`config.mk`:
```
export PLATFORM = sky130hd
export DESIGN_NAME = spdif_lock_and_rate_monitor_flat
export DESIGN_NICKNAME = d
export VERILOG_FILES = /design/src/sv/slrm_pkg.sv /design/src/sv/slrm_if.sv /design/src/sv/spdif_lock_and_rate_monitor.sv /design/src/flat_wrapper.sv
export SDC_FILE = /design/constraint.sdc
export NUM_CORES = 1
export LEC_CHECK = 0
export BUFFER_PORTS_ARGS = -buffer_cell sky130_fd_sc_hd__buf_2
export CAP_MARGIN = 20
export CORE_MARGIN = 2
export CORE_UTILIZATION = 55
export CTS_CLUSTER_DIAMETER = 50
export DETAILED_ROUTE_END_ITERATION = 16
export MAX_ROUTING_LAYER = met4
export PLACE_DENSITY = 0.75
export RECOVER_POWER = 100
export SLEW_MARGIN = 20
export SYNTH_ARGS = -nofsm -noshare
export SYNTH_HDL_FRONTEND = slang
export SYNTH_SLANG_ARGS = --single-unit
```
`constraint.sdc`:
```
create_clock -name i_clk -period 9.7 [get_ports i_clk]
set_input_delay 0.97 -clock i_clk [delete_from_list [all_inputs] [get_ports i_clk]]
set_output_delay 0.97 -clock i_clk [all_outputs]
set_load 0.005 [all_outputs]
```
`src/sv/slrm_pkg.sv`:
```
// slrm_pkg: shared codes, reset values and the standard rate table for the
// s/pdif lock and rate monitor
// no dependencies
package slrm_pkg;

    // request kinds
    localparam logic [1:0] KIND_START = 2'd0;
    localparam logic [1:0] KIND_STOP  = 2'd1;
    localparam logic [1:0] KIND_POLL  = 2'd2;
    localparam logic [1:0] KIND_ERROR = 2'd3;

    // receiver lock states
    localparam logic [1:0] RUN_INACTIVE  = 2'd0;
    localparam logic [1:0] RUN_ACQUIRING = 2'd1;
    localparam logic [1:0] RUN_LOCKED    = 2'd2;
    localparam logic [1:0] RUN_RELOCKING = 2'd3;

    // configuration register indexes
    localparam logic REG_KERNEL_CLOCK = 1'b0;
    localparam logic REG_RETRY_INTERVAL = 1'b1;

    localparam int KCLK_W  = 27;
    localparam int RETRY_W = 16;
    localparam int WIDTH_W = 15;
    localparam int RATE_W  = 24;
    localparam int CFG_W   = 27;

    localparam logic [KCLK_W-1:0]  KCLK_RESET  = 27'd98304000;
    localparam logic [RETRY_W-1:0] RETRY_RESET = 16'd100;

    localparam logic [7:0] TALLY_MAX = 8'hFF;

    // quotient bits produced by the serial divider
    localparam int DIV_STEPS = RATE_W;
    localparam logic [4:0] DIV_LAST = 5'(DIV_STEPS - 1);

    // standard rates and their 2 percent capture bands
    localparam int NUM_STD = 7;
    localparam logic [2:0] STD_LAST = 3'(NUM_STD - 1);
    localparam logic [RATE_W-1:0] STD_RATE [NUM_STD] = '{
        24'd32000, 24'd44100, 24'd48000, 24'd88200, 24'd96000, 24'd176400, 24'd192000
    };
    localparam logic [RATE_W-1:0] STD_LO [NUM_STD] = '{
        24'd31360, 24'd43218, 24'd47040, 24'd86436, 24'd94080, 24'd172872, 24'd188160
    };
    localparam logic [RATE_W-1:0] STD_HI [NUM_STD] = '{
        24'd32640, 24'd44982, 24'd48960, 24'd89964, 24'd97920, 24'd179928, 24'd195840
    };

endpackage

```
`src/sv/slrm_if.sv`:
```
// slrm_in_if / slrm_out_if: valid-ready channels for requests and results
// of the lock and rate monitor; no dependencies
interface slrm_in_if;
    logic        valid;
    logic        ready;
    logic [1:0]  kind;
    logic        sync_error;
    logic        sync_done;
    logic [14:0] symbol_width;
    logic [31:0] now_ms;

    modport source (output valid, kind, sync_error, sync_done, symbol_width, now_ms,
                    input ready);
    modport sink (input valid, kind, sync_error, sync_done, symbol_width, now_ms,
                  output ready);
endinterface

interface slrm_out_if;
    logic        valid;
    logic        ready;
    logic [1:0]  lock_state;
    logic [7:0]  locks_seen;
    logic [7:0]  losses_seen;
    logic [23:0] reported_rate_hz;
    logic        restart_sync;
    logic        enter_receive;

    modport source (output valid, lock_state, locks_seen, losses_seen, reported_rate_hz,
                    restart_sync, enter_receive, input ready);
    modport sink (input valid, lock_state, locks_seen, losses_seen, reported_rate_hz,
                  restart_sync, enter_receive, output ready);
endinterface

```
`src/sv/spdif_lock_and_rate_monitor.sv`:
```
// spdif_lock_and_rate_monitor: lock state tracking and sample rate measurement
// depends on slrm_pkg and the channels in slrm_if.sv
//
// takes one request at a time (start, stop, status poll, error event) and
// answers each with exactly one result carrying the lock state, the saturating
// lock and loss counts, the measured rate and the restart / receive pulses.
// a request that does not measure the rate shows its result on the cycle after
// accept. a poll that reports sync done with a nonzero symbol width measures
// the rate as 5*kclk/(width*64) on a restoring divider producing one quotient
// bit per cycle, then walks the seven standard rates one per cycle to snap
// within 2 percent.
// the divider sets the cost. i_in.ready is high only while no request is in
// flight; the result is held on o_out until taken. configuration writes
// belong to idle periods.
module spdif_lock_and_rate_monitor (
    input  logic                              i_clk,
    input  logic                              i_rst_n,
    slrm_in_if.sink                           i_in,
    slrm_out_if.source                        o_out,
    input  logic                              i_cfg_we,
    input  logic                              i_cfg_idx,
    input  logic [slrm_pkg::CFG_W-1:0]        i_cfg_data
);

    typedef enum logic [1:0] {
        S_IDLE,
        S_DIV,
        S_SNAP,
        S_OUT
    } t_seq_state;

    // sequencer and lock bookkeeping
    t_seq_state r_state, n_state;
    logic [1:0]  r_run, n_run;
    logic [7:0]  r_locks, n_locks;
    logic [7:0]  r_losses, n_losses;
    logic [slrm_pkg::RATE_W-1:0] r_rate, n_rate;
    logic [31:0] r_last_retry, n_last_retry;
    logic        r_restart, n_restart;
    logic        r_enter, n_enter;

    // configuration
    logic [slrm_pkg::KCLK_W-1:0]  r_kclk;
    logic [slrm_pkg::RETRY_W-1:0] r_retry;

    // divider datapath: quotient shifts in where the dividend shifts out
    logic [slrm_pkg::RATE_W-1:0]  r_quo, n_quo;
    logic [slrm_pkg::WIDTH_W-1:0] r_rem, n_rem;
    logic [slrm_pkg::WIDTH_W-1:0] r_width, n_width;
    logic [4:0] r_cnt, n_cnt;
    logic [2:0] r_idx, n_idx;

    logic        w_accept;
    logic [29:0] w_num;
    logic [31:0] w_elapsed;
    logic        w_retry_ok;
    logic [15:0] w_rem_sh;
    logic [15:0] w_den;
    logic [15:0] w_sub;
    logic        w_ge;
    logic        w_in_band;

    assign w_accept = i_in.valid && i_in.ready;

    // 5 * kclk, the /64 is taken by dropping six low bits
    assign w_num = {1'b0, r_kclk, 2'b00} + {3'b000, r_kclk};

    // wrapping millisecond distance since the last restart
    assign w_elapsed  = i_in.now_ms - r_last_retry;
    assign w_retry_ok = (r_last_retry == 32'd0) || (w_elapsed >= {16'd0, r_retry});

    // one restoring step
    assign w_rem_sh = {r_rem, r_quo[slrm_pkg::RATE_W-1]};
    assign w_den    = {1'b0, r_width};
    assign w_ge     = w_rem_sh >= w_den;
    assign w_sub    = w_rem_sh - w_den;

    // one band compare per cycle against the rate table
    assign w_in_band = (r_quo >= slrm_pkg::STD_LO[r_idx]) &&
                       (r_quo <= slrm_pkg::STD_HI[r_idx]);

    always_comb begin
        n_state      = r_state;
        n_run        = r_run;
        n_locks      = r_locks;
        n_losses     = r_losses;
        n_rate       = r_rate;
        n_last_retry = r_last_retry;
        n_restart    = r_restart;
        n_enter      = r_enter;
        n_quo        = r_quo;
        n_rem        = r_rem;
        n_width      = r_width;
        n_cnt        = r_cnt;
        n_idx        = r_idx;

        case (r_state)
            S_IDLE: begin
                if (w_accept) begin
                    n_restart = 1'b0;
                    n_enter   = 1'b0;
                    n_state   = S_OUT;
                    case (i_in.kind)
                        slrm_pkg::KIND_START: begin
                            // a start while running is ignored
                            if (r_run == slrm_pkg::RUN_INACTIVE) begin
                                n_locks      = 8'd0;
                                n_losses     = 8'd0;
                                n_last_retry = 32'd0;
                                n_run        = slrm_pkg::RUN_ACQUIRING;
                            end
                        end
                        slrm_pkg::KIND_STOP: begin
                            if (r_run != slrm_pkg::RUN_INACTIVE) begin
                                n_run  = slrm_pkg::RUN_INACTIVE;
                                n_rate = '0;
                            end
                        end
                        slrm_pkg::KIND_POLL: begin
                            if (r_run != slrm_pkg::RUN_INACTIVE) begin
                                if (i_in.sync_error) begin
                                    // error wins over sync done
                                    if (r_run == slrm_pkg::RUN_LOCKED) begin
                                        n_run = slrm_pkg::RUN_RELOCKING;
                                        if (r_losses != slrm_pkg::TALLY_MAX) begin
                                            n_losses = r_losses + 8'd1;
                                        end
                                    end
                                    // after a loss the state is acquiring or relocking
                                    if (w_retry_ok) begin
                                        n_last_retry = i_in.now_ms;
                                        n_restart    = 1'b1;
                                    end
                                end else if (i_in.sync_done) begin
                                    if (r_run != slrm_pkg::RUN_LOCKED) begin
                                        n_enter = 1'b1;
                                        n_run   = slrm_pkg::RUN_LOCKED;
                                        if (r_locks != slrm_pkg::TALLY_MAX) begin
                                            n_locks = r_locks + 8'd1;
                                        end
                                    end
                                    // zero width keeps the old rate
                                    if (i_in.symbol_width != '0) begin
                                        n_quo   = w_num[29:6];
                                        n_rem   = '0;
                                        n_width = i_in.symbol_width;
                                        n_cnt   = 5'd0;
                                        n_state = S_DIV;
                                    end
                                end
                            end
                        end
                        slrm_pkg::KIND_ERROR: begin
                            if (r_run == slrm_pkg::RUN_LOCKED) begin
                                n_run = slrm_pkg::RUN_RELOCKING;
                                if (r_losses != slrm_pkg::TALLY_MAX) begin
                                    n_losses = r_losses + 8'd1;
                                end
                            end
                        end
                        default: begin
                            n_state = S_OUT;
                        end
                    endcase
                end
            end
            S_DIV: begin
                n_rem = w_ge ? w_sub[slrm_pkg::WIDTH_W-1:0]
                             : w_rem_sh[slrm_pkg::WIDTH_W-1:0];
                n_quo = {r_quo[slrm_pkg::RATE_W-2:0], w_ge};
                n_cnt = r_cnt + 5'd1;
                if (r_cnt == slrm_pkg::DIV_LAST) begin
                    n_idx   = 3'd0;
                    n_state = S_SNAP;
                end
            end
            S_SNAP: begin
                if (w_in_band) begin
                    n_rate  = slrm_pkg::STD_RATE[r_idx];
                    n_state = S_OUT;
                end else if (r_idx == slrm_pkg::STD_LAST) begin
                    // no standard rate near: report the raw measurement
                    n_rate  = r_quo;
                    n_state = S_OUT;
                end else begin
                    n_idx = r_idx + 3'd1;
                end
            end
            S_OUT: begin
                if (o_out.ready) begin
                    n_state = S_IDLE;
                end
            end
            default: begin
                n_state = S_IDLE;
            end
        endcase
    end

    always_ff @(posedge i_clk) begin
        if (!i_rst_n) begin
            r_state      <= S_IDLE;
            r_run        <= slrm_pkg::RUN_INACTIVE;
            r_locks      <= 8'd0;
            r_losses     <= 8'd0;
            r_rate       <= '0;
            r_last_retry <= 32'd0;
            r_restart    <= 1'b0;
            r_enter      <= 1'b0;
            r_kclk       <= slrm_pkg::KCLK_RESET;
            r_retry      <= slrm_pkg::RETRY_RESET;
        end else begin
            r_state      <= n_state;
            r_run        <= n_run;
            r_locks      <= n_locks;
            r_losses     <= n_losses;
            r_rate       <= n_rate;
            r_last_retry <= n_last_retry;
            r_restart    <= n_restart;
            r_enter      <= n_enter;
            if (i_cfg_we) begin
                case (i_cfg_idx)
                    slrm_pkg::REG_KERNEL_CLOCK: r_kclk <= i_cfg_data[slrm_pkg::KCLK_W-1:0];
                    slrm_pkg::REG_RETRY_INTERVAL: r_retry <= i_cfg_data[slrm_pkg::RETRY_W-1:0];
                    default: r_retry <= r_retry;
                endcase
            end
        end
        // datapath registers need no reset
        r_quo   <= n_quo;
        r_rem   <= n_rem;
        r_width <= n_width;
        r_cnt   <= n_cnt;
        r_idx   <= n_idx;
    end

    assign i_in.ready = (r_state == S_IDLE);

    // the result is read straight from the bookkeeping, which stays put until taken
    assign o_out.valid            = (r_state == S_OUT);
    assign o_out.lock_state       = r_run;
    assign o_out.locks_seen       = r_locks;
    assign o_out.losses_seen      = r_losses;
    assign o_out.reported_rate_hz = (r_run == slrm_pkg::RUN_LOCKED) ? r_rate : '0;
    assign o_out.restart_sync     = r_restart;
    assign o_out.enter_receive    = r_enter;

endmodule

```
`src/flat_wrapper.sv`:
```
// flat-port wrapper written by rule: the top's interface ports become plain ports
module spdif_lock_and_rate_monitor_flat 
  (i_clk, i_rst_n, i_cfg_we, i_cfg_idx, i_cfg_data, i_in_valid, i_in_kind, i_in_sync_error, i_in_sync_done, i_in_symbol_width, i_in_now_ms, i_in_ready, o_out_valid, o_out_lock_state, o_out_locks_seen, o_out_losses_seen, o_out_reported_rate_hz, o_out_restart_sync, o_out_enter_receive, o_out_ready);
  slrm_in_if i_in_i ();
  slrm_out_if o_out_i ();
  input  logic i_clk;
  input  logic i_rst_n;
  input  logic i_cfg_we;
  input  logic i_cfg_idx;
  input  logic [slrm_pkg::CFG_W-1:0] i_cfg_data;
  input wire logic [$bits(i_in_i.valid)-1:0] i_in_valid;
  input wire logic [$bits(i_in_i.kind)-1:0] i_in_kind;
  input wire logic [$bits(i_in_i.sync_error)-1:0] i_in_sync_error;
  input wire logic [$bits(i_in_i.sync_done)-1:0] i_in_sync_done;
  input wire logic [$bits(i_in_i.symbol_width)-1:0] i_in_symbol_width;
  input wire logic [$bits(i_in_i.now_ms)-1:0] i_in_now_ms;
  output wire logic [$bits(i_in_i.ready)-1:0] i_in_ready;
  output wire logic [$bits(o_out_i.valid)-1:0] o_out_valid;
  output wire logic [$bits(o_out_i.lock_state)-1:0] o_out_lock_state;
  output wire logic [$bits(o_out_i.locks_seen)-1:0] o_out_locks_seen;
  output wire logic [$bits(o_out_i.losses_seen)-1:0] o_out_losses_seen;
  output wire logic [$bits(o_out_i.reported_rate_hz)-1:0] o_out_reported_rate_hz;
  output wire logic [$bits(o_out_i.restart_sync)-1:0] o_out_restart_sync;
  output wire logic [$bits(o_out_i.enter_receive)-1:0] o_out_enter_receive;
  input wire logic [$bits(o_out_i.ready)-1:0] o_out_ready;
  assign i_in_i.valid = i_in_valid;
  assign i_in_i.kind = i_in_kind;
  assign i_in_i.sync_error = i_in_sync_error;
  assign i_in_i.sync_done = i_in_sync_done;
  assign i_in_i.symbol_width = i_in_symbol_width;
  assign i_in_i.now_ms = i_in_now_ms;
  assign i_in_ready = i_in_i.ready;
  assign o_out_valid = o_out_i.valid;
  assign o_out_lock_state = o_out_i.lock_state;
  assign o_out_locks_seen = o_out_i.locks_seen;
  assign o_out_losses_seen = o_out_i.losses_seen;
  assign o_out_reported_rate_hz = o_out_i.reported_rate_hz;
  assign o_out_restart_sync = o_out_i.restart_sync;
  assign o_out_enter_receive = o_out_i.enter_receive;
  assign o_out_i.ready = o_out_ready;
  spdif_lock_and_rate_monitor u_core (.i_clk(i_clk), .i_rst_n(i_rst_n), .i_in(i_in_i), .o_out(o_out_i), .i_cfg_we(i_cfg_we), .i_cfg_idx(i_cfg_idx), .i_cfg_data(i_cfg_data));
endmodule
```
==> flow_summary.yaml, run 1 <==
run_status:
  outcome: "finished, violations left"
  violations: "max-capacitance violations, max-slew violations"
synthesis:
  yosys.area_share.adder: 0.129
  synth_xor_area_frac: 0.0399
  synth.avg_cell_area_um2: 8.46
  synth-simple-area-share: 0.198
  synth.distinct_cells: 72
  synth_edf_count: 62
  yosys_most_used_dff: "dfxtp_1"
  synth-compound-area-share: 0.192
  synthArstFlopShare: 0
  yosys_warnings: 0
  synth_area_mm2: 0.0125
  synth-seq-area-share: 0.342
  syn_nets: 1692
  synth_mux_area_frac: 0.0400
  syn_inst: 1480
  ys_seq_elements: 183
  synth_top_family_by_area: "simple AND/OR/NAND/NOR gates"
min_path:
  hold_class: "reg2reg"
  hold_end: "u_core.r_rate[9]$_SDFFE_PN0P_"
  hold-path-cell-count: 1
  hold_start: "u_core.r_rate[9]$_SDFFE_PN0P_"
timing:
  hold_ws_ps: 469
  rsz0062_at_grt: "no"
  fmax_ghz: 0.135
  relSlewSlack: -1.41
  hold_viol_final: 0
  fin_crit_sh: 0.764
  skew_ps: 9.37
  tightest_slew_ps: 3610
  setup_viol: 0
  maxSlewViolCount: 211
  setup_tns_ps: 0
  period_needed_ps: 7410
worst_setup_path:
  timing.rr.end: "u_core.r_last_retry[30]$_SDFFE_PN0P_"
  r2r-start: "u_core.r_last_retry[4]$_SDFFE_PN0P_"
  critPathMaxStageDelay_ps: 1660
  worstSetupStartpointType: "input port"
  ff2ff_setup_slack_ps: 2530
  crit_start: "i_in_now_ms[4]"
  cp_slowest_cell: "clkbuf_1"
  cp.arrival_ps: 7630
  ff2ff_path_depth: 21
  required_ps: 9920
  critPathKind: "in2reg"
  critPathMaxFanout: 32
  worstPathCellList: "clkbuf_1 > ha_1 > a21o_1 > or3_1 > o21ai_0 > nand2_1 > nor2_1 > o21ai_0 > xor2_1 > ha_1 > o21bai_1 > a2111o_1 > a2111oi_2 > nand4_1 > a2111oi_2 > nand4_1 > a2111oi_4 > o2111ai_2 > o21ai_4 > clkbuf_1 > mux2i_1"
  cp-end-kind: "flip-flop"
floorplanning:
  dieHeight_um: 155
  io_pins: 130
  dieWidth_um: 155
  core_mm2: 0.0225
  rows: 55
  start_util: 0.556
  die-area_mm2: 0.0240
clock_tree:
  cts_resized: 0
  cts_sinks: 183
  clockBufferDepth: 2
  cts_setup_buffers: 0
  cts_root_buf: "clkbuf_16"
  clk_pin_slew_ps: 70
  cts_made_buffers: 17
  clk_latency_ps: 440
  cts_hold_buffers: 0
  cts_tree: "done"
  htree_levels: 4
grt:
  grt_max_degree: 90
  antenna_found_initial: 8
  grt_usage: 0.255
  grt_pass1_vias: 10366
  grt_pass1_wl_um: 49100
  gr-total-overflow: 0
place:
  placed_cell_area_mm2: 0.0133
  portBuffers: 129
  hpwl_um: 22600
  gp_congestion: 0.914
cells_and_area:
  num-fill-cells: 2044
  drive_gt1_frac: 0.0965
  stdcell_area_mm2: 0.0138
  nets: 1784
  area_growth_pct: 10.5
  final_core_util: 0.614
route:
  ant_nets: 0
  routedWlPerCell_um: 15.6
  via_count: 10702
  drtIter0Drc: 581
  viasPerCell: 5.70
  wl_um: 29300
  firstDrtPassIters: 5
  drc: 0
power_and_ir_drop:
  p_per_area_mw_per_mm2: 183
  peakVddDrop_mv: 0.114
  p_leak_nw: 5.89
job:
  maxCapViolations: 4
==> kinds of logic after synthesis <==
family | after synthesis
flops | 183
mux | 50
buf+inv | 175
fa+ha+maj | 128
compound gates | 346
xor+xnor | 57
simple gates | 541
==> power by group <==
| group | leakage, nW | internal, mW | switching [mW] |
|---|---|---|---|
| Combinational | 4.05 | 0.350 | 0.533 |
| Clock | 0.286 | 0.344 | 0.338 |
| Sequential | 1.55 | 0.896 | 0.0725 |
==> worst max path at each step <==
stage | to | cells past startpoint
final | u_core.r_last_retry[30]$_SDFFE_PN0P_ | 21
after global routing | u_core.r_last_retry[30]$_SDFFE_PN0P_ | 21
after CTS | u_core.r_last_retry[30]$_SDFFE_PN0P_ | 21
after detailed placement | u_core.r_last_retry[30]$_SDFFE_PN0P_ | 21
after global placement | u_core.r_last_retry[24]$_SDFFE_PN0P_ | 21
after floorplan | u_core.r_last_retry[10]$_SDFFE_PN0P_ | 20
==> cell usage after synthesis (4+ instances only) <==
cell type,count,area (um2)
o2111ai_1,5,43.8
a21o_1,28,210
nor2b_1,14,87.6
inv_1,111,417
dfxtp_1,121,2420
or2_2,4,25.0
nor4_1,22,138
mux2i_1,50,500
o311ai_0,4,35.0
o21a_1,18,135
a21boi_0,45,338
a211o_1,4,35.0
nor3_1,24,120
ha_1,126,1580
edfxtp_1,62,1860
xor2_1,26,228
and3_1,12,75.1
o21bai_1,6,45.0
o31ai_1,14,105
nand2_1,228,856
nand2b_1,12,75.1
nand3_1,47,235
o21ai_0,66,330
a31o_2,4,35.0
or3_1,10,62.6
clkbuf_1,53,199
and2_1,35,219
xnor2_1,31,272
a211oi_1,11,82.6
nor2_1,101,379
nand4_1,28,175
a21oi_1,69,345
a22o_1,22,193
o211ai_1,9,67.6
==> registers in the layout, summed over array words and instances (netlist names) <==
signal and count:
u_core.o_out.locks_seen 8, u_core.o_out.restart_sync 1, u_core.r_quo 24, u_core.r_idx 3, u_core.o_out.lock_state 2, u_core.r_cnt 5
u_core.r_rate 24, u_core.r_state 2, u_core.o_out.losses_seen 8, u_core.r_width 15, u_core.r_last_retry 32, u_core.r_retry 16
u_core.r_rem 15, u_core.r_kclk 27, u_core.o_out.enter_receive 1
==> final cells by class <==
| type | instances | area (um2) | share of cell area |
|---|---|---|---|
| Inverter | 112 | 420 | 0.0304 |
| Clock inverter | 15 | 158 | 0.0114 |
| Sequential cell | 183 | 4280 | 0.310 |
| Multi-Input combinational cell | 1122 | 7520 | 0.544 |
| Tap cell | 285 | 357 | 0.0258 |
| Timing Repair Buffer | 136 | 637 | 0.0461 |
| Antenna cell | 8 | 20.0 | 0.00145 |
| Clock buffer | 17 | 425 | 0.0308 |
==> placed cells by master (no fill, tap or decap), types with 8 or more instances in the layout <==
cell type / count
a211oi_1: 11
a21boi_0: 45
a21o_1: 28
a21oi_1: 69
a22o_1: 22
and2_0: 8
and2_1: 26
and3_1: 12
buf_2: 101
clkbuf_1: 35
clkbuf_16: 17
dfxtp_1: 121
diode_2: 8
edfxtp_1: 62
ha_1: 126
inv_1: 111
mux2i_1: 50
nand2_1: 228
nand2b_1: 12
nand3_1: 47
nand4_1: 28
nor2_1: 101
nor2b_1: 13
nor3_1: 24
nor4_1: 22
o211ai_1: 9
o21a_1: 18
o21ai_0: 67
o31ai_1: 14
or3_1: 10
xnor2_1: 31
xor2_1: 26
==> stage by stage <==
stage	worst slack [ps]	total power, mW	std cells
after floorplan	4350	1.63	1480
after global placement	3690	1.83	1838
after detailed placement	3480	1.85	1838
after CTS	3930	2.54	1870
after global routing	1770	2.71	1878
final	2290	2.53	1878
==> routing by layer <==
layer | routed length (um) | vias to the layer above | part of all wire | GRT usage
li1 | - | 5458 | - | -
met1 | 13200 | 4977 | 0.45 | 0.314
met2 | 14300 | 219 | 0.49 | 0.433
met3 | 1240 | 48 | 0.042 | 0.0415
met4 | 564 | 0 | 0.019 | 0.0772
met5 | 0 | - | 0 | -
==> worst max-delay path, delay by kind of cell <==
kind            cells  cell delay [ps]
compound gates     10             2900
fa+ha+maj           2              540
buf+inv             2             1750
xor+xnor            1              180
mux                 1              230
simple gates        5             1020
No activity file was read; power rests on OpenSTA's default activity.
==> run 2, diff against run 1 <==
==> constraint.sdc (replaced) <==
create_clock -name i_clk -period 6.87 [get_ports i_clk]
set_input_delay 0.687 -clock i_clk [delete_from_list [all_inputs] [get_ports i_clk]]
set_output_delay 0.687 -clock i_clk [all_outputs]
set_load 0.005 [all_outputs]
==> run 2 against run 1 <==
  * The flow still finishes with violations (max-capacitance violations, max-slew violations)
  * Core utilization barely moved
  * Global-route usage fell by 0.21 points
  * Total power rose by 42%
  * Hold slack got worse by 32 ps
  * Critical path depth did not move
  * Die area did not move
  * Clock skew rose by 1.3 ps
  * Critical endpoint is now u_core.r_last_retry[23]$_SDFFE_PN0P_
==> flow_summary.yaml, run 2 (synthesized netlist as in run 1, its figures left out) <==
clock_tree:
  clockBufferDepth: 2
  cts_tree: "done"
  cts_resized: 0
  clk_latency_ps: 440
  cts_made_buffers: 17
  cts_setup_buffers: 0
  cts_hold_buffers: 0
  cts_root_buf: "clkbuf_16"
  clk_pin_slew_ps: 80
  cts_sinks: 183
  htree_levels: 4
worst_setup_path:
  ff2ff_path_depth: 21
  critPathKind: "reg2reg"
  worstSetupStartpointType: "flip-flop"
  critPathMaxFanout: 32
  cp-end-kind: "flip-flop"
  required_ps: 7230
  path_buf_inv: 2
  worstPathCellList: "inv_1 > ha_1 > a21o_1 > or3_1 > o21ai_0 > nand2_1 > nor2_1 > o21ai_0 > xor2_1 > ha_1 > o21bai_1 > a2111o_1 > a2111oi_2 > nand4_1 > a2111oi_2 > nand4_1 > a2111oi_4 > o2111ai_1 > o21ai_4 > buf_4 > mux2i_1"
  critPathMaxStageDelay_ps: 530
  ff2ff_setup_slack_ps: 930
  cp_top_family: "compound AO/OA/AOI/OAI gates"
  cp_slowest_cell: "o21ai_0"
  r2r-start: "u_core.r_last_retry[4]$_SDFFE_PN0P_"
  timing.rr.end: "u_core.r_last_retry[23]$_SDFFE_PN0P_"
  cp.arrival_ps: 6300
grt:
  grt_max_degree: 90
  antenna_found_initial: 6
  grt_usage: 0.253
  gr-total-overflow: 0
  grt_pass1_wl_um: 48500
  grt_pass1_vias: 10302
place:
  portBuffers: 129
  gp_congestion: 0.910
  hpwl_um: 22500
route:
  wl_um: 29000
  drtIter0Drc: 532
  viasPerCell: 5.64
  met3_length_um: 1220
  firstDrtPassIters: 5
  via_count: 10584
  drc: 0
  maxUsedRoutingLayer: "met4"
  dr_wl_met2_um: 14200
  met1_length_um: 13000
  routedWlPerCell_um: 15.4
  ant_nets: 0
timing:
  relSlewSlack: -1.30
  setup_viol: 0
  fin_crit_sh: 0.864
  hold_viol_final: 0
  rsz0062_at_grt: "no"
  skew_ps: 10.7
  tightest_slew_ps: 3450
  setup_tns_ps: 0
  fmax_ghz: 0.168
  maxSlewViolCount: 178
  hold_ws_ps: 437
  period_needed_ps: 5940
floorplanning:
  core_mm2: 0.0225
  dieHeight_um: 155
  die-area_mm2: 0.0240
  dieWidth_um: 155
  start_util: 0.556
  rows: 55
  io_pins: 130
power_and_ir_drop:
  power.total_mw: 3.59
  p_per_area_mw_per_mm2: 260
  peakVddDrop_mv: 0.172
  p_leak_nw: 5.90
cells_and_area:
  largest_register_ffs: 32
  final_common_cell: "nand2_1"
  reg_top3: "u_core.r_last_retry (32), u_core.r_kclk (27)"
  drive_gt1_frac: 0.0959
  largest_register: "u_core.r_last_retry"
  area_growth_pct: 10.5
  nets: 1784
  final_cell_mix: "228 x nand2_1, 126 x ha_1, 121 x dfxtp_1"
  num-fill-cells: 1992
run_status:
  outcome: "finished, violations left"
  violations: "max-capacitance violations, max-slew violations"
min_path:
  hold-path-cell-count: 1
  hold_class: "in2reg"
  hold_end: "u_core.r_width[1]$_DFFE_PP_"
  hold_start: "i_in_symbol_width[1]"
job:
  maxCapViolations: 3
==> run 2: worst max-delay path by stage <==
stage                                            to  slack, ps  depth (start not counted)                                start
5_1_grt        u_core.r_last_retry[23]$_SDFFE_PN0P_        480                         21  u_core.r_last_retry[4]$_SDFFE_PN0P_
3_5_place_dp   u_core.r_last_retry[23]$_SDFFE_PN0P_        920                         21                       i_in_now_ms[4]
3_3_place_gp   u_core.r_last_retry[24]$_SDFFE_PN0P_       1140                         21                       i_in_now_ms[4]
4_1_cts        u_core.r_last_retry[23]$_SDFFE_PN0P_       1320                         21  u_core.r_last_retry[4]$_SDFFE_PN0P_
2_1_floorplan  u_core.r_last_retry[10]$_SDFFE_PN0P_       1810                         20                       i_in_now_ms[4]
6_report       u_core.r_last_retry[23]$_SDFFE_PN0P_        930                         21  u_core.r_last_retry[4]$_SDFFE_PN0P_
==> run 2: through the flow <==
step	utilization	cell area [um2]	std cells	setup slack (ps)
finish	0.615	13800	1876	931
global route	0.615	13800	1876	481
CTS	0.617	13900	1870	1320
detailed placement	0.591	13300	1838	916
global placement	0.591	13300	1838	1140
floorplan	-	12500	1480	1810
==> run 2: final cells by class <==
| type | instances | area (um2) | share of cell area |
|---|---|---|---|
| clock inverter | 13 | 119 | 0.00860 |
| inverter | 112 | 420 | 0.0304 |
| tap | 285 | 357 | 0.0258 |
| timing repair buffer | 136 | 639 | 0.0462 |
| clock buffer | 19 | 475 | 0.0344 |
| antenna | 6 | 15.0 | 0.00109 |
| sequential | 183 | 4280 | 0.310 |
| multi-input combinational | 1122 | 7520 | 0.544 |
==> run 2: layer usage <==
layer,vias up,global-route usage
met4,0,0.0802
li1,5452,-
met2,215,0.433
met3,44,0.0407
met1,4873,0.307
met5,-,-
==> run 2: report_power, final <==
part / leakage (nW) / switching [mW] / internal, mW
clock network: 0.297 / 0.466 / 0.524
registers: 1.55 / 0.102 / 1.27
logic: 4.05 / 0.744 / 0.492
==> run 3, diff against run 2 <==
--- a/config.mk
+++ b/config.mk
@@ -5,11 +5,13 @@
 export SDC_FILE = /design/constraint.sdc
 export NUM_CORES = 1
 export LEC_CHECK = 0
+export ABC_AREA = 1
 export BUFFER_PORTS_ARGS = -buffer_cell sky130_fd_sc_hd__buf_2
 export CAP_MARGIN = 20
 export CORE_MARGIN = 2
 export CORE_UTILIZATION = 55
 export CTS_CLUSTER_DIAMETER = 50
+export CTS_CLUSTER_SIZE = 24
 export DETAILED_ROUTE_END_ITERATION = 16
 export MAX_ROUTING_LAYER = met4
 export PLACE_DENSITY = 0.75
==> run 3 against run 2 <==
  * The run still ends with max-capacitance violations, max-slew violations left
  * Critical path depth shrank 13
  * Synthesized cell count is 33% higher
  * Die area is 7.5% higher
  * Clock power about the same
  * Sequential power is 6% higher
  * Critical endpoint is now u_core.r_quo[13]$_DFFE_PP_
==> flow_summary.yaml, run 3 <==
floorplanning:
  core_mm2: 0.0242
  dieWidth_um: 161
  dieHeight_um: 161
  io_pins: 130
  start_util: 0.558
  rows: 57
  die-area_mm2: 0.0258
synthesis:
  syn_inst: 1975
  synth_edf_count: 62
  yosys_warnings: 0
  synth.most_common_cell: "nand2_1"
  synth_top_cells_by_area: "dfxtp_1 18%, edfxtp_1 14%, nand2_1 14%"
  yosys.area.top_type_share: 0.180
  synth_commonest_cells: "496 x nand2_1, 287 x inv_1, 203 x nor2_1"
  synth.distinct_cells: 51
  synth_area_leader_cell: "dfxtp_1"
  synth.avg_cell_area_um2: 6.83
  ys_seq_elements: 183
  synthArstFlopShare: 0
  synth-seq-area-share: 0.318
  syn_nets: 2187
  synth_area_mm2: 0.0135
  yosys_most_used_dff: "dfxtp_1"
power_and_ir_drop:
  power.total_mw: 4.26
  clock_power_share: 0.233
  internal_power_mw: 2.49
  power_frac_seq: 0.340
  peakVddDrop_mv: 0.179
  p_leak_nw: 7.04
  p_per_area_mw_per_mm2: 288
  combPwrFrac: 0.426
  p_switching_mw: 1.77
  swShare: 0.415
min_path:
  hold_class: "in2reg"
  hold-path-cell-count: 1
  hold_end: "u_core.r_width[13]$_DFFE_PP_"
  hold_start: "i_in_symbol_width[13]"
cells_and_area:
  reg_top3: "u_core.r_last_retry (32), u_core.r_kclk (27)"
  final_cell_mix: "498 x nand2_1, 290 x inv_1, 204 x nor2_1"
  stdcell_area_mm2: 0.0148
  final_common_cell: "nand2_1"
  area_growth_pct: 9.90
  nets: 2287
  final_core_util: 0.613
  drive_gt1_frac: 0.0848
  largest_register: "u_core.r_last_retry"
  largest_register_ffs: 32
clock_tree:
  cts_resized: 0
  clk_pin_slew_ps: 80
  cts_setup_buffers: 0
  clk_latency_ps: 440
  clockBufferDepth: 2
  cts_hold_buffers: 0
  cts_sinks: 183
  cts_root_buf: "clkbuf_16"
  cts_made_buffers: 17
  cts_tree: "done"
  htree_levels: 4
route:
  firstDrtPassIters: 9
  routedWlPerCell_um: 14.5
  drc: 0
  wl_um: 34900
  via_count: 12996
  drtIter0Drc: 865
  ant_nets: 0
  viasPerCell: 5.39
worst_setup_path:
  cp.arrival_ps: 5290
  r2r-start: "u_core.r_last_retry[7]$_SDFFE_PN0P_"
  crit_start: "i_in_kind[1]"
  cp-end-kind: "flip-flop"
  required_ps: 6920
  critPathMaxFanout: 44
  worstSetupStartpointType: "input port"
  ff2ff_path_depth: 23
  critPathKind: "in2reg"
  ff2ff_setup_slack_ps: 1830
  timing.rr.end: "u_core.r_last_retry[1]$_SDFFE_PN0P_"
place:
  portBuffers: 129
  gp_congestion: 0.934
  placed_cell_area_mm2: 0.0143
  pre_cts_slack_ps: 2150
  hpwl_um: 27200
timing:
  tightest_slew_ps: 3560
  period_needed_ps: 5240
  fmax_ghz: 0.191
  relSlewSlack: -1.37
  maxSlewViolCount: 189
  setup_tns_ps: 0
  skew_ps: 13.7
  rsz0062_at_grt: "no"
  setup_ws_ps: 1630
  fin_crit_sh: 0.763
  hold_viol_final: 0
  setup_viol: 0
grt:
  grt_pass1_vias: 12166
  grt_max_degree: 86
  gr-total-overflow: 0
  grt_usage: 0.283
  grt_pass1_wl_um: 58300
  antenna_found_initial: 1
run_status:
  violations: "max-capacitance violations, max-slew violations"
  outcome: "finished, violations left"
job:
  maxCapViolations: 3
-- run 3: worst max-delay path by stage --
stage | end | slack (ps) | depth (start not counted)
6_report | u_core.r_quo[13]$_DFFE_PP_ | 1630 | 8
5_1_grt | u_core.r_last_retry[8]$_SDFFE_PN0P_ | 1000 | 7
3_5_place_dp | u_core.r_last_retry[24]$_SDFFE_PN0P_ | 2150 | 25
4_1_cts | u_core.r_rate[8]$_SDFFE_PN0P_ | 2320 | 20
3_3_place_gp | u_core.r_last_retry[0]$_SDFFE_PN0P_ | 2310 | 25
2_1_floorplan | u_core.r_cnt[0]$_SDFFCE_PN0P_ | 2950 | 6
-- run 3: metrics by stage --
stage,std cells,hold WS (ps)
2_1_floorplan,1975,435
6_report,2413,438
3_3_place_gp,2380,447
3_5_place_dp,2380,455
4_1_cts,2412,421
5_1_grt,2413,424
-- run 3: worst max-delay path, cell delays in order --
cell      delay [ps]
clkbuf_1         150
inv_1            160
nor2_1          1950
nand2_1          480
a41oi_1          600
nand2_1          200
o22ai_4          120
clkbuf_2         890
-- run 3: cell families (layout without fill, tap and decap cells) --
family,Yosys count,count (layout),share of synthesized area
compound gates,349,349,0.140
xor+xnor,38,38,0.0247
fa+ha+maj,128,128,0.120
buf+inv,348,461,0.102
flops,183,183,0.318
mux,1,1,0.000835
other cells,0,1,0
simple gates,928,928,0.295
-- run 3: power groups by stage --
stage | logic, mW | registers (mW) | clock network (mW)
after floorplan | 1.38 | 1.42 | 0
after global placement | 1.76 | 1.46 | 0
after detailed placement | 1.80 | 1.47 | 0
after CTS | 1.81 | 1.45 | 1.01
after global routing | 2.08 | 1.47 | 1.06
final | 1.82 | 1.45 | 0.994
-- run 3: routing by layer --
layer | part of all wire | wire length (um) | vias to the layer above | track usage
li1 | - | - | 6653 | -
met1 | 0.45 | 15900 | 5941 | 0.356
met2 | 0.48 | 16600 | 349 | 0.476
met3 | 0.045 | 1590 | 53 | 0.0398
met4 | 0.023 | 813 | 0 | 0.0807
met5 | 0 | 0 | - | -
-- run 3: layout make-up --
class / count / area (um2)
Fill cell: 2307 / 9360
Antenna cell: 1 / 2.50
Tap cell: 324 / 405
Sequential cell: 183 / 4280
Multi-Input combinational cell: 1444 / 7800
Inverter: 293 / 1100
Clock buffer: 20 / 478
Timing Repair Buffer: 136 / 636
Clock inverter: 12 / 115
